`config.mk`:
```
export PLATFORM = sky130hd
export DESIGN_NAME = crc_keyed_topic_table_core
export DESIGN_NICKNAME = d
export VERILOG_FILES = /design/src/design/ctp_pkg.sv /design/src/design/crc_keyed_topic_table_core.sv /design/src/design/ctp_crc.sv /design/src/design/ctp_table.sv
export SDC_FILE = /design/constraint.sdc
export NUM_CORES = 1
export LEC_CHECK = 0
export ABC_AREA = 0
export BUFFER_PORTS_ARGS = -buffer_cell sky130_fd_sc_hd__buf_2
export CAP_MARGIN = 20
export CELL_PAD_IN_SITES_DETAIL_PLACEMENT = 0
export CELL_PAD_IN_SITES_GLOBAL_PLACEMENT = 1
export CORE_AREA = 2 2 166 290
export CTS_CLUSTER_SIZE = 28
export DETAILED_ROUTE_END_ITERATION = 12
export DIE_AREA = 0 0 168 292
export GPL_TIMING_DRIVEN = 0
export PLACE_DENSITY = 0.8
export SYNTH_ARGS = -nofsm -noshare
export SYNTH_HDL_FRONTEND = slang
export SYNTH_SLANG_ARGS = --single-unit
```
`constraint.sdc`:
```
create_clock -name clock -period 4.5 [get_ports clock]
set_input_delay 0 -clock clock [delete_from_list [all_inputs] [get_ports clock]]
set_output_delay 0 -clock clock [all_outputs]
set_load 0.05 [all_outputs]
```
`src/design/ctp_pkg.sv`:
```
// ----------------------------------------------------------------------------
// CRC keyed topic table package
// Shared widths, codes, beat types and control groups for the topic table.
// ----------------------------------------------------------------------------
`default_nettype none

package ctp_pkg;

   localparam int TABLE_DEPTH_DEF = 32;
   localparam int KEY_W           = 16;
   localparam int SLOT_W          = 5;
   localparam int KIND_W          = 3;
   localparam int BYTE_W          = 8;

   localparam logic [KEY_W-1:0] CRC_POLY = 16'h8005;
   localparam logic [KEY_W-1:0] CRC_TOP  = 16'h8000;

   localparam logic [KIND_W-1:0] KIND_ADD    = 3'd0;
   localparam logic [KIND_W-1:0] KIND_LOOKUP = 3'd1;
   localparam logic [KIND_W-1:0] KIND_CLEAR  = 3'd2;
   localparam logic [KIND_W-1:0] KIND_FIRST  = 3'd3;
   localparam logic [KIND_W-1:0] KIND_NEXT   = 3'd4;

   typedef struct packed {
      logic [KIND_W-1:0] kind;
      logic [BYTE_W-1:0] topic_byte;
      logic              last;
   } req_type;

   typedef struct packed {
      logic              hit;
      logic [SLOT_W-1:0] slot;
      logic [KEY_W-1:0]  key;
   } rsp_type;

   typedef enum logic [2:0] {
      ST_IDLE,
      ST_CRC,
      ST_FINISH,
      ST_SCAN,
      ST_CHECK
   } state_type;

   typedef enum logic [1:0] {
      MODE_ADD,
      MODE_LOOKUP,
      MODE_FIRST,
      MODE_NEXT
   } mode_type;

   typedef struct packed {
      logic start;
      logic clear;
   } crc_ctl_type;

   typedef struct packed {
      logic wr_en;
      logic clear;
   } tbl_ctl_type;

endpackage

`default_nettype wire

```
`src/design/crc_keyed_topic_table_core.sv`:
```
// ----------------------------------------------------------------------------
// CRC keyed topic table
// Topic bytes feed a bit-serial CRC-16/ARC; the last byte adds or looks up
// the key in the slot table, and walk commands visit valid slots in order.
// ----------------------------------------------------------------------------
// Each add or lookup byte keeps busy high while the CRC unit steps through the byte's bits,
// so a new byte is taken only once busy drops. On a last byte, the FINISH state and then
// a slot scan follow: an add tests one slot per cycle, a lookup or a walk passes each
// valid slot through SCAN (key memory read) and then CHECK (compare). Clear, and
// walk-next with no walk, leave busy low. The receiver cannot stall. Reset empties
// the valid map at once; no clearing pass is needed.
`default_nettype none

module crc_keyed_topic_table_core #(
   parameter int TABLE_DEPTH = ctp_pkg::TABLE_DEPTH_DEF
) (
   input  logic             clock,
   input  logic             reset,
   input  logic             start,
   output logic             busy,
   input  ctp_pkg::req_type req_data,
   output logic             rsp_valid,
   output ctp_pkg::rsp_type rsp_data
);
   import ctp_pkg::*;

   localparam int IDX_W = $clog2(TABLE_DEPTH);
   localparam logic [IDX_W-1:0] LAST_IDX = IDX_W'(TABLE_DEPTH - 1);

   state_type         state_ff, state_in;
   mode_type          mode_ff, mode_in;
   req_type           req_ff, req_in;
   logic [IDX_W-1:0]  idx_ff, idx_in;
   logic [KEY_W-1:0]  key_ff, key_in;
   logic              walk_active_ff, walk_active_in;
   logic [IDX_W-1:0]  walk_pos_ff, walk_pos_in;
   logic              rsp_valid_ff, rsp_valid_in;
   rsp_type           rsp_ff, rsp_in;

   crc_ctl_type       crc_ctl;
   logic              crc_done;
   logic [KEY_W-1:0]  crc_key;
   tbl_ctl_type       tbl_ctl;
   logic              valid_at;
   logic [KEY_W-1:0]  rd_key;

   logic              accept;
   logic              at_end;
   logic              walk_can_step;
   logic              key_match;
   logic [IDX_W+SLOT_W-1:0] slot_ext;
   logic [SLOT_W-1:0] slot_now;

   assign busy          = (state_ff != ST_IDLE);
   assign accept        = start && !busy;
   assign at_end        = (idx_ff == LAST_IDX);
   assign walk_can_step = walk_active_ff && (walk_pos_ff != LAST_IDX);
   assign key_match     = (rd_key == key_ff);
   assign slot_ext      = {{SLOT_W{1'b0}}, idx_ff};
   assign slot_now      = slot_ext[SLOT_W-1:0];
   assign rsp_valid     = rsp_valid_ff;
   assign rsp_data      = rsp_ff;

   ctp_crc u_crc (
      .clock (clock),
      .reset (reset),
      .ctl   (crc_ctl),
      .data  (req_data.topic_byte),
      .done  (crc_done),
      .key   (crc_key)
   );

   ctp_table #(
      .TABLE_DEPTH (TABLE_DEPTH)
   ) u_table (
      .clock    (clock),
      .reset    (reset),
      .ctl      (tbl_ctl),
      .addr     (idx_ff),
      .wr_key   (key_ff),
      .valid_at (valid_at),
      .rd_key   (rd_key)
   );

   // Next state.
   always_comb begin
      state_in = state_ff;
      unique case (state_ff)
         ST_IDLE: begin
            if (accept) begin
               unique case (req_data.kind)
                  KIND_ADD, KIND_LOOKUP: state_in = ST_CRC;
                  KIND_FIRST:            state_in = ST_SCAN;
                  KIND_NEXT:             state_in = walk_can_step ? ST_SCAN : ST_IDLE;
                  default:               state_in = ST_IDLE;
               endcase
            end
         end
         ST_CRC: begin
            if (crc_done) begin
               state_in = req_ff.last ? ST_FINISH : ST_IDLE;
            end
         end
         ST_FINISH: state_in = ST_SCAN;
         ST_SCAN: begin
            if (mode_ff == MODE_ADD) begin
               if (!valid_at || at_end) begin
                  state_in = ST_IDLE;
               end
            end else if (valid_at) begin
               state_in = ST_CHECK;
            end else if (at_end) begin
               state_in = ST_IDLE;
            end
         end
         ST_CHECK: begin
            if (mode_ff != MODE_LOOKUP || key_match || at_end) begin
               state_in = ST_IDLE;
            end else begin
               state_in = ST_SCAN;
            end
         end
         default: state_in = ST_IDLE;
      endcase
   end

   // Datapath and control outputs.
   always_comb begin
      mode_in        = mode_ff;
      req_in         = req_ff;
      idx_in         = idx_ff;
      key_in         = key_ff;
      walk_active_in = walk_active_ff;
      walk_pos_in    = walk_pos_ff;
      rsp_valid_in   = 1'b0;
      rsp_in         = rsp_ff;
      crc_ctl        = '0;
      tbl_ctl        = '0;
      unique case (state_ff)
         ST_IDLE: begin
            if (accept) begin
               req_in = req_data;
               unique case (req_data.kind)
                  KIND_ADD, KIND_LOOKUP: crc_ctl.start = 1'b1;
                  KIND_CLEAR:            tbl_ctl.clear = 1'b1;
                  KIND_FIRST: begin
                     mode_in = MODE_FIRST;
                     idx_in  = '0;
                  end
                  KIND_NEXT: begin
                     if (walk_can_step) begin
                        mode_in = MODE_NEXT;
                        idx_in  = walk_pos_ff + 1'b1;
                     end else begin
                        // Either no walk is open or the last slot was visited.
                        rsp_valid_in   = 1'b1;
                        rsp_in         = '0;
                        walk_active_in = 1'b0;
                        walk_pos_in    = '0;
                     end
                  end
                  default: ;
               endcase
            end
         end
         ST_CRC: ;
         ST_FINISH: begin
            key_in        = crc_key;
            crc_ctl.clear = 1'b1;
            idx_in        = '0;
            mode_in       = (req_ff.kind == KIND_ADD) ? MODE_ADD : MODE_LOOKUP;
         end
         ST_SCAN: begin
            if (mode_ff == MODE_ADD) begin
               if (!valid_at) begin
                  tbl_ctl.wr_en = 1'b1;
                  rsp_valid_in  = 1'b1;
                  rsp_in        = '{hit: 1'b1, slot: slot_now, key: key_ff};
               end else if (at_end) begin
                  rsp_valid_in = 1'b1;
                  rsp_in       = '{hit: 1'b0, slot: '0, key: key_ff};
               end else begin
                  idx_in = idx_ff + 1'b1;
               end
            end else if (!valid_at) begin
               if (at_end) begin
                  rsp_valid_in = 1'b1;
                  rsp_in       = '{hit: 1'b0, slot: '0,
                                   key: (mode_ff == MODE_LOOKUP) ? key_ff : '0};
                  if (mode_ff == MODE_NEXT) begin
                     walk_active_in = 1'b0;
                     walk_pos_in    = '0;
                  end
               end else begin
                  idx_in = idx_ff + 1'b1;
               end
            end
         end
         ST_CHECK: begin
            if (mode_ff == MODE_LOOKUP) begin
               if (key_match) begin
                  rsp_valid_in = 1'b1;
                  rsp_in       = '{hit: 1'b1, slot: slot_now, key: key_ff};
               end else if (at_end) begin
                  rsp_valid_in = 1'b1;
                  rsp_in       = '{hit: 1'b0, slot: '0, key: key_ff};
               end else begin
                  idx_in = idx_ff + 1'b1;
               end
            end else begin
               rsp_valid_in   = 1'b1;
               rsp_in         = '{hit: 1'b1, slot: slot_now, key: rd_key};
               walk_active_in = 1'b1;
               walk_pos_in    = idx_ff;
            end
         end
         default: ;
      endcase
   end

   always_ff @(posedge clock) begin
      if (reset) begin
         state_ff       <= ST_IDLE;
         walk_active_ff <= 1'b0;
         walk_pos_ff    <= '0;
         rsp_valid_ff   <= 1'b0;
      end else begin
         state_ff       <= state_in;
         walk_active_ff <= walk_active_in;
         walk_pos_ff    <= walk_pos_in;
         rsp_valid_ff   <= rsp_valid_in;
      end
   end

   always_ff @(posedge clock) begin
      mode_ff <= mode_in;
      req_ff  <= req_in;
      idx_ff  <= idx_in;
      key_ff  <= key_in;
      rsp_ff  <= rsp_in;
   end

endmodule

`default_nettype wire

```
`src/design/ctp_crc.sv`:
```
// ----------------------------------------------------------------------------
// CRC-16 bit-serial unit
// Shifts one topic byte into the running CRC-16/ARC register, one bit per
// cycle, LSB first. The key is the running register bit-reversed.
// ----------------------------------------------------------------------------
`default_nettype none

module ctp_crc (
   input  logic                         clock,
   input  logic                         reset,
   input  ctp_pkg::crc_ctl_type         ctl,
   input  logic [ctp_pkg::BYTE_W-1:0]   data,
   output logic                         done,
   output logic [ctp_pkg::KEY_W-1:0]    key
);
   import ctp_pkg::*;

   localparam int CNT_W = $clog2(BYTE_W);
   localparam logic [CNT_W-1:0] LAST_BIT = CNT_W'(BYTE_W - 1);

   logic [KEY_W-1:0]  crc_ff;
   logic [KEY_W-1:0]  crc_in;
   logic [BYTE_W-1:0] shift_ff;
   logic [CNT_W-1:0]  count_ff;
   logic              run_ff;
   logic              feedback;

   assign feedback = (|(crc_ff & CRC_TOP)) ^ shift_ff[0];
   assign crc_in   = {crc_ff[KEY_W-2:0], 1'b0} ^ (feedback ? CRC_POLY : '0);
   assign done     = run_ff && (count_ff == LAST_BIT);

   always_comb begin
      for (int i = 0; i < KEY_W; i++) begin
         key[i] = crc_ff[KEY_W-1-i];
      end
   end

   always_ff @(posedge clock) begin
      if (reset) begin
         run_ff   <= 1'b0;
         count_ff <= '0;
         crc_ff   <= '0;
      end else begin
         if (ctl.start) begin
            run_ff   <= 1'b1;
            count_ff <= '0;
         end else if (run_ff) begin
            count_ff <= count_ff + 1'b1;
            if (count_ff == LAST_BIT) begin
               run_ff <= 1'b0;
            end
         end
         if (ctl.clear) begin
            crc_ff <= '0;
         end else if (run_ff) begin
            crc_ff <= crc_in;
         end
      end
   end

   always_ff @(posedge clock) begin
      if (ctl.start) begin
         shift_ff <= data;
      end else if (run_ff) begin
         shift_ff <= {1'b0, shift_ff[BYTE_W-1:1]};
      end
   end

endmodule

`default_nettype wire

```
`src/design/ctp_table.sv`:
```
// ----------------------------------------------------------------------------
// Topic key table
// Key memory with one registered read port and one write port, plus the
// per-slot valid map held in flip-flops and cleared at once.
// ----------------------------------------------------------------------------
`default_nettype none

module ctp_table #(
   parameter int TABLE_DEPTH = ctp_pkg::TABLE_DEPTH_DEF
) (
   input  logic                           clock,
   input  logic                           reset,
   input  ctp_pkg::tbl_ctl_type           ctl,
   input  logic [$clog2(TABLE_DEPTH)-1:0] addr,
   input  logic [ctp_pkg::KEY_W-1:0]      wr_key,
   output logic                           valid_at,
   output logic [ctp_pkg::KEY_W-1:0]      rd_key
);
   import ctp_pkg::*;

   logic [TABLE_DEPTH-1:0] valid_ff;
   logic [KEY_W-1:0]       key_mem_ff [TABLE_DEPTH];
   logic [KEY_W-1:0]       rd_key_ff;

   assign valid_at = valid_ff[addr];
   assign rd_key   = rd_key_ff;

   always_ff @(posedge clock) begin
      if (reset) begin
         valid_ff <= '0;
      end else if (ctl.clear) begin
         valid_ff <= '0;
      end else if (ctl.wr_en) begin
         valid_ff[addr] <= 1'b1;
      end
   end

   always_ff @(posedge clock) begin
      if (ctl.wr_en) begin
         key_mem_ff[addr] <= wr_key;
      end
      rd_key_ff <= key_mem_ff[addr];
   end

endmodule

`default_nettype wire

```
== Word level (Yosys, flattened, before mapping) ==
Memories as Yosys holds them, arrays and structs flattened. A register that Yosys moved wholly into a read port is not among the register bits.
Cells that the tools add are included.
W data, S select, Z words.

* Bitwise logic cells: 3
* Magnitude comparators: 2
* Add/subtract/negate cells: 3
* Reductions and logical operators: 28
* Multiplexer cells: 88
* Equal/unequal tests: 33

{| class="wikitable"
|+ Operators by type and width
! kind !! number
|-
| $mux W22 || 10
|-
| $mux W5 || 16
|-
| $pmux W22 S3 || 1
|-
| $mux W1 || 35
|-
| $mux W16 || 2
|-
| $or A32 B32 Y32 || 1
|-
| $ne A2 B2 Y1 const B || 10
|-
| $pmux W5 S4 || 1
|-
| $mux W3 || 6
|-
| $eq A16 B16 Y1 || 1
|-
| $mux W8 || 2
|-
| $xor A16 B16 Y16 || 1
|-
| $ne A3 B3 Y1 const B || 5
|-
| $pmux W3 S5 || 1
|-
| $pmux W5 S3 || 1
|-
| $eq A3 B2 Y1 const B || 4
|-
| $add A5 B1 Y5 const B || 2
|-
| $mux W2 || 5
|-
| $pmux W5 S2 || 1
|-
| $eq A3 B3 Y1 const B || 3
|-
| $logic_not A3 Y1 || 3
|-
| $reduce_and A9 Y1 || 1
|-
| $pmux W2 S2 || 2
|-
| $reduce_and A4 Y1 || 2
|-
| other kinds (27) || 41
|}

* Memories: 1
* Register bits: 119
* RAM bits: 512

{| class="wikitable"
|+ Memory list
! name !! depth !! width !! read ports !! clocked after Yosys merged registers in !! wr ports !! RTL line !! source
|-
| u_table.key_mem_ff || 32 || 16 || 1 || 1 || 1 || ctp_table.sv:22 || <nowiki>logic [KEY_W-1:0] key_mem_ff [TABLE_DEPTH];</nowiki>
|}

== Depth between registers and ports, before layout ==
* Depth in word-level cells: 7
* Depth in mapped cells: 10

== Hierarchy ==
A second synthesis with hierarchy kept.

* Cell total of the unflattened synthesis: 1569
* Area total of the unflattened synthesis: 25469.4 sq um

{| class="wikitable"
|+ By module, submodules not included
! module !! cells each !! area each (sq um) !! instances !! sequential area each (sq um)
|-
| ctp_table || 1183 || 21200.3 || 1 || 16335.7
|-
| crc_keyed_topic_table_core || 278 || 3061.7 || 1 || 1671.6
|-
| ctp_crc || 108 || 1207.4 || 1 || 640.6
|}

== Worst setup path before layout ==
OpenSTA, ideal clock, no wires.

* Path kind: register to register
* From: register idx_ff[0]
* To: memory u_table.key_mem_ff[0][0] (enable)
* Setup time: 0.388 ns
* Buffers on the path: 2
* Stages on the path, launching flop included: 9
* Slack: 1.169 ns
* Required time: 4.112 ns
* Clock period less this slack: 3.331 ns
* Arrival: 2.942 ns
* Path through: edfxtp_1 > buf_2 > mux4_2 > and2_1 > o31a_1 > nor4b_4 > nand2_1 > buf_2 > nor2_1

* Word-level cells in the longest chain between the ends: 7

{| class="wikitable"
|+ Ends and longest elaborated chain
! element !! RTL line !! source
|-
| from (decl) || crc_keyed_topic_table_core.sv:33 || <nowiki>logic [IDX_W-1:0] idx_ff, idx_in;</nowiki>
|-
| from (signal assigned) || crc_keyed_topic_table_core.sv:238 || <nowiki>idx_ff <= idx_in;</nowiki>
|-
| $bmux W1 S5 || ctp_table.sv:25 || <nowiki>assign valid_at = valid_ff[addr];</nowiki>
|-
| $mux W1 (implied by the code) || ctp_table.sv:25 ||
|-
| $mux W1 || crc_keyed_topic_table_core.sv:175 || <nowiki>if (!valid_at) begin</nowiki>
|-
| $mux W1 || crc_keyed_topic_table_core.sv:174 || <nowiki>if (mode_ff == MODE_ADD) begin</nowiki>
|-
| $mux W1 || crc_keyed_topic_table_core.sv:139 || <nowiki>unique case (state_ff)</nowiki>
|-
| $mux W1 || ctp_table.sv:39 || <nowiki>if (ctl.wr_en) begin</nowiki>
|-
| $mux W1 (implied by the code) || ctp_table.sv:40 || <nowiki>key_mem_ff[addr] <= wr_key;</nowiki>
|-
| to (decl) || ctp_table.sv:22 ||
|}

Several ways; a longest one is shown, not always the timed one. The select of a mux whose other input is x is not followed.

== Worst setup path in the final report ==
* From: register idx_ff[4]
* To: memory u_table.key_mem_ff[19][10] (enable)

Same word-level chain as after synthesis.

==> metrics.cfg <==
[logic_synthesis]
seq_area_frac_synth = 0.746
synth_cells = 1331
synth_edf_count = 569
async_reset_ff_frac = 0
yosys_warnings = 0
syn_area_um2 = 25000
synth.distinct_cells = 56
ys.flop_type = edfxtp_1
syn-num-nets = 1355
synth_area_per_cell_um2 = 18.8
ys_ff_latch = 647

[timing]
timing.fmax_mhz = 228
setup_viol = 0
fin_ws_ns = 0.111
period_minus_slack_ns = 4.39
skew_ns = 0.0185
rsz0062_at_grt = false
worst_pin_slew_ns = 1.24
finalHoldViolations = 0
hold_ws_ns = 0.167
slew_headroom = 0.174
tns_ns = 0
final_max_slew_viol_count = 0
fin_crit_sh = 0.975

[status]
status = finished clean

[finish]
n_antenna_cell = 0
final_cells = 2121
drive_above_1_share = 0.236
syn2layout_area_growth_pct = 15.7
final_nets = 1512

[drt]
dr.first_iter.drc_count = 1876
firstDrtPassIters = 5
drc = 0
drt-total-wl_um = 67700
num_vias = 13947
viasPerCell = 6.58
postRouteAntennaNets = 0
wl_per_cell_um = 31.9

[placed_design]
place_inst = 2001
routabilityCongestion = 0.982
place_ws_ns = 0.162
io_buffers = 37
hpwl_um = 46800

[clocking]
numCtsBuffers = 54
cts_setup_buffers = 0
clockBufferDepth = 3
cts.sinks = 647
ctsHtreeMaxLevel = 2
cts.clk_slew.worst_paths_ns = 0.07
tritoncts = yes
cts_root_buffer = clkbuf_16
clk_latency_ns = 0.59

[worst_setup_path]
crit_chain = clkbuf_1 -> and3b_1 -> clkbuf_1 -> a22o_1 -> a21o_1 -> nor4b_4 -> nand2_1 -> buf_2 -> nor2_2
critPathMaxStageDelay_ns = 0.80
worst_setup_path_end_kind = register
startpoint_type = register
crit_type = register to register
cp_slowest_cell = nor2_2
cp_common_cell = clkbuf_1
crit_fanout = 16
cp_num_buf_inv = 3
required_ns = 4.71
arrival_ns = 4.60
crit_family = simple AND/OR/NAND/NOR gates

[min_path]
hold_path.class = input port to register

[power]
max-vdd-ir-drop_mv = 0.329
power_density_nw_per_um2 = 419
p_leak_nw = 9.30

[global_routing]
grt_pass1_wl_um = 97200
grt_usage = 0.280
grt_max_degree = 35
overflow = 0
grt_pass1_vias = 14177
grt_antenna_before_repair = 0

[die]
rows = 105
core_um2 = 46600
start_util = 0.536
die_area_um2 = 49100
ios = 39
die_y_um = 292
die_x_um = 168

[flow_run]
cap_violations = 0

placed cells by master (no fill, tap or decap), types with 7 or more instances in the layout:
cell / count
buf_2: 51
nor2_2: 31
ha_1: 9
mux2_2: 7
nand4_1: 16
dfxtp_1: 78
dlygate4sd3_1: 14
buf_16: 17
a22oi_1: 64
clkinv_2: 9
edfxtp_1: 569
o21ai_0: 43
a22o_1: 8
clkbuf_1: 57
bufinv_16: 7
nor2_1: 32
and3_1: 17
xor2_1: 19
mux2i_1: 24
a221o_1: 15
clkinv_1: 13
buf_8: 27
inv_1: 14
nor3_1: 15
nor4_1: 7
nand2_1: 59
buf_1: 15
clkbuf_16: 56
mux4_2: 133
power breakdown:
part	internal (mW)	switching (mW)	total, mW
logic	0.269	0.437	0.707
clock network	2.70	2.12	4.82
registers	6.53	0.0548	6.58
total	9.50	2.61	12.1
flip-flops by register name (all words and copies together) (netlist names):
name and count:
idx_ff 5, u_table.key_mem_ff 512, key_ff 16, u_crc.shift_ff 8
mode_ff 2, state_ff 3, u_crc.run_ff 1, req_ff 4
walk_active_ff 1, rsp_valid 1, u_crc.count_ff 3, rsp_data 22
u_table.rd_key 16, u_table.valid_ff 32, u_crc.crc_ff 16, walk_pos_ff 5
stage by stage:
stage / power (mW) / area [µm²] / utilization
floorplan: 7.09 / 25000 / -
global placement: 7.34 / 25900 / 0.556
detailed placement: 7.39 / 26900 / 0.576
CTS: 12.1 / 28800 / 0.618
global route: 12.4 / 28900 / 0.620
finish: 12.1 / 28900 / 0.620
repair_timing:
action | in CTS | in global routing
resized for setup | 0 | 1
setup endpoints to repair | 0 | 3
hold buffers | 14 | 0
endpoints found under the hold margin | 24 | 0
synth_stat cells (all sizes together), types with 3 or more instances:
library cell / count / area [µm²]
a31oi: 3 / 18.8
dfxtp: 78 / 1560
a21oi: 5 / 28.8
a22o: 8 / 70.1
a32oi: 6 / 52.6
nand4: 16 / 100
nor3b: 5 / 37.5
buf: 30 / 138
nor2: 64 / 240
nor2b: 4 / 25.0
mux2i: 24 / 240
nand2b: 6 / 37.5
xor2: 19 / 166
or3: 5 / 31.3
ha: 9 / 113
mux2: 7 / 78.8
edfxtp: 569 / 17100
clkbuf: 48 / 180
nor4: 7 / 43.8
inv: 14 / 52.6
nor3: 16 / 80.1
o31ai: 3 / 27.5
nand3b: 3 / 22.5
nand2: 59 / 221
and3: 17 / 106
a221o: 15 / 150
xnor2: 6 / 52.6
a22oi: 64 / 480
and2: 5 / 31.3
mux4: 133 / 3000
o22ai: 5 / 31.3
o21ai: 43 / 215
o31a: 4 / 35.0
nand3: 6 / 30.0
worst paths after layout:
| kind | from | to | slack (ns) | depth (start not counted) |
|---|---|---|---|---|
| min reg2reg | u_table.valid_ff[12] | u_table.valid_ff[12] | 0.45 | 2 |
| max reg2reg | idx_ff[4] | u_table.key_mem_ff[19][10] | 0.11 | 9 |
| max | idx_ff[4] | u_table.key_mem_ff[19][10] | 0.11 | 9 |
| min | req_data[0] | req_ff[0] | 0.17 | 2 |
per-layer routing:
metal	wire length, µm	global-route usage	share of wire	vias up
li1	-	-	-	5736
met1	22100	0.316	0.33	7167
met2	34500	0.481	0.51	805
met3	4860	0.0405	0.072	239
met4	6210	0.214	0.092	0
met5	0	0	0	-
layout make-up:
class | count | area [µm²]
Tap cell | 588 | 736
Clock inverter | 35 | 372
Multi-Input combinational cell | 591 | 6080
Sequential cell | 647 | 18600
Fill cell | 3193 | 17700
Buffer | 78 | 318
Inverter | 15 | 56.3
Timing Repair Buffer | 101 | 1260
Clock buffer | 66 | 1450
kinds of logic after synthesis:
family | after synthesis | synth area share
DFF | 647 | 0.746
buffers and inverters | 93 | 0.0150
AOI/OAI and AO/OA | 173 | 0.0501
and+or+nand+nor | 220 | 0.0432
adders and majority gates | 9 | 0.00450
muxes | 164 | 0.133
xor gates and xnor gates | 25 | 0.00876
Note: power is estimated with default switching activity, not from simulation.
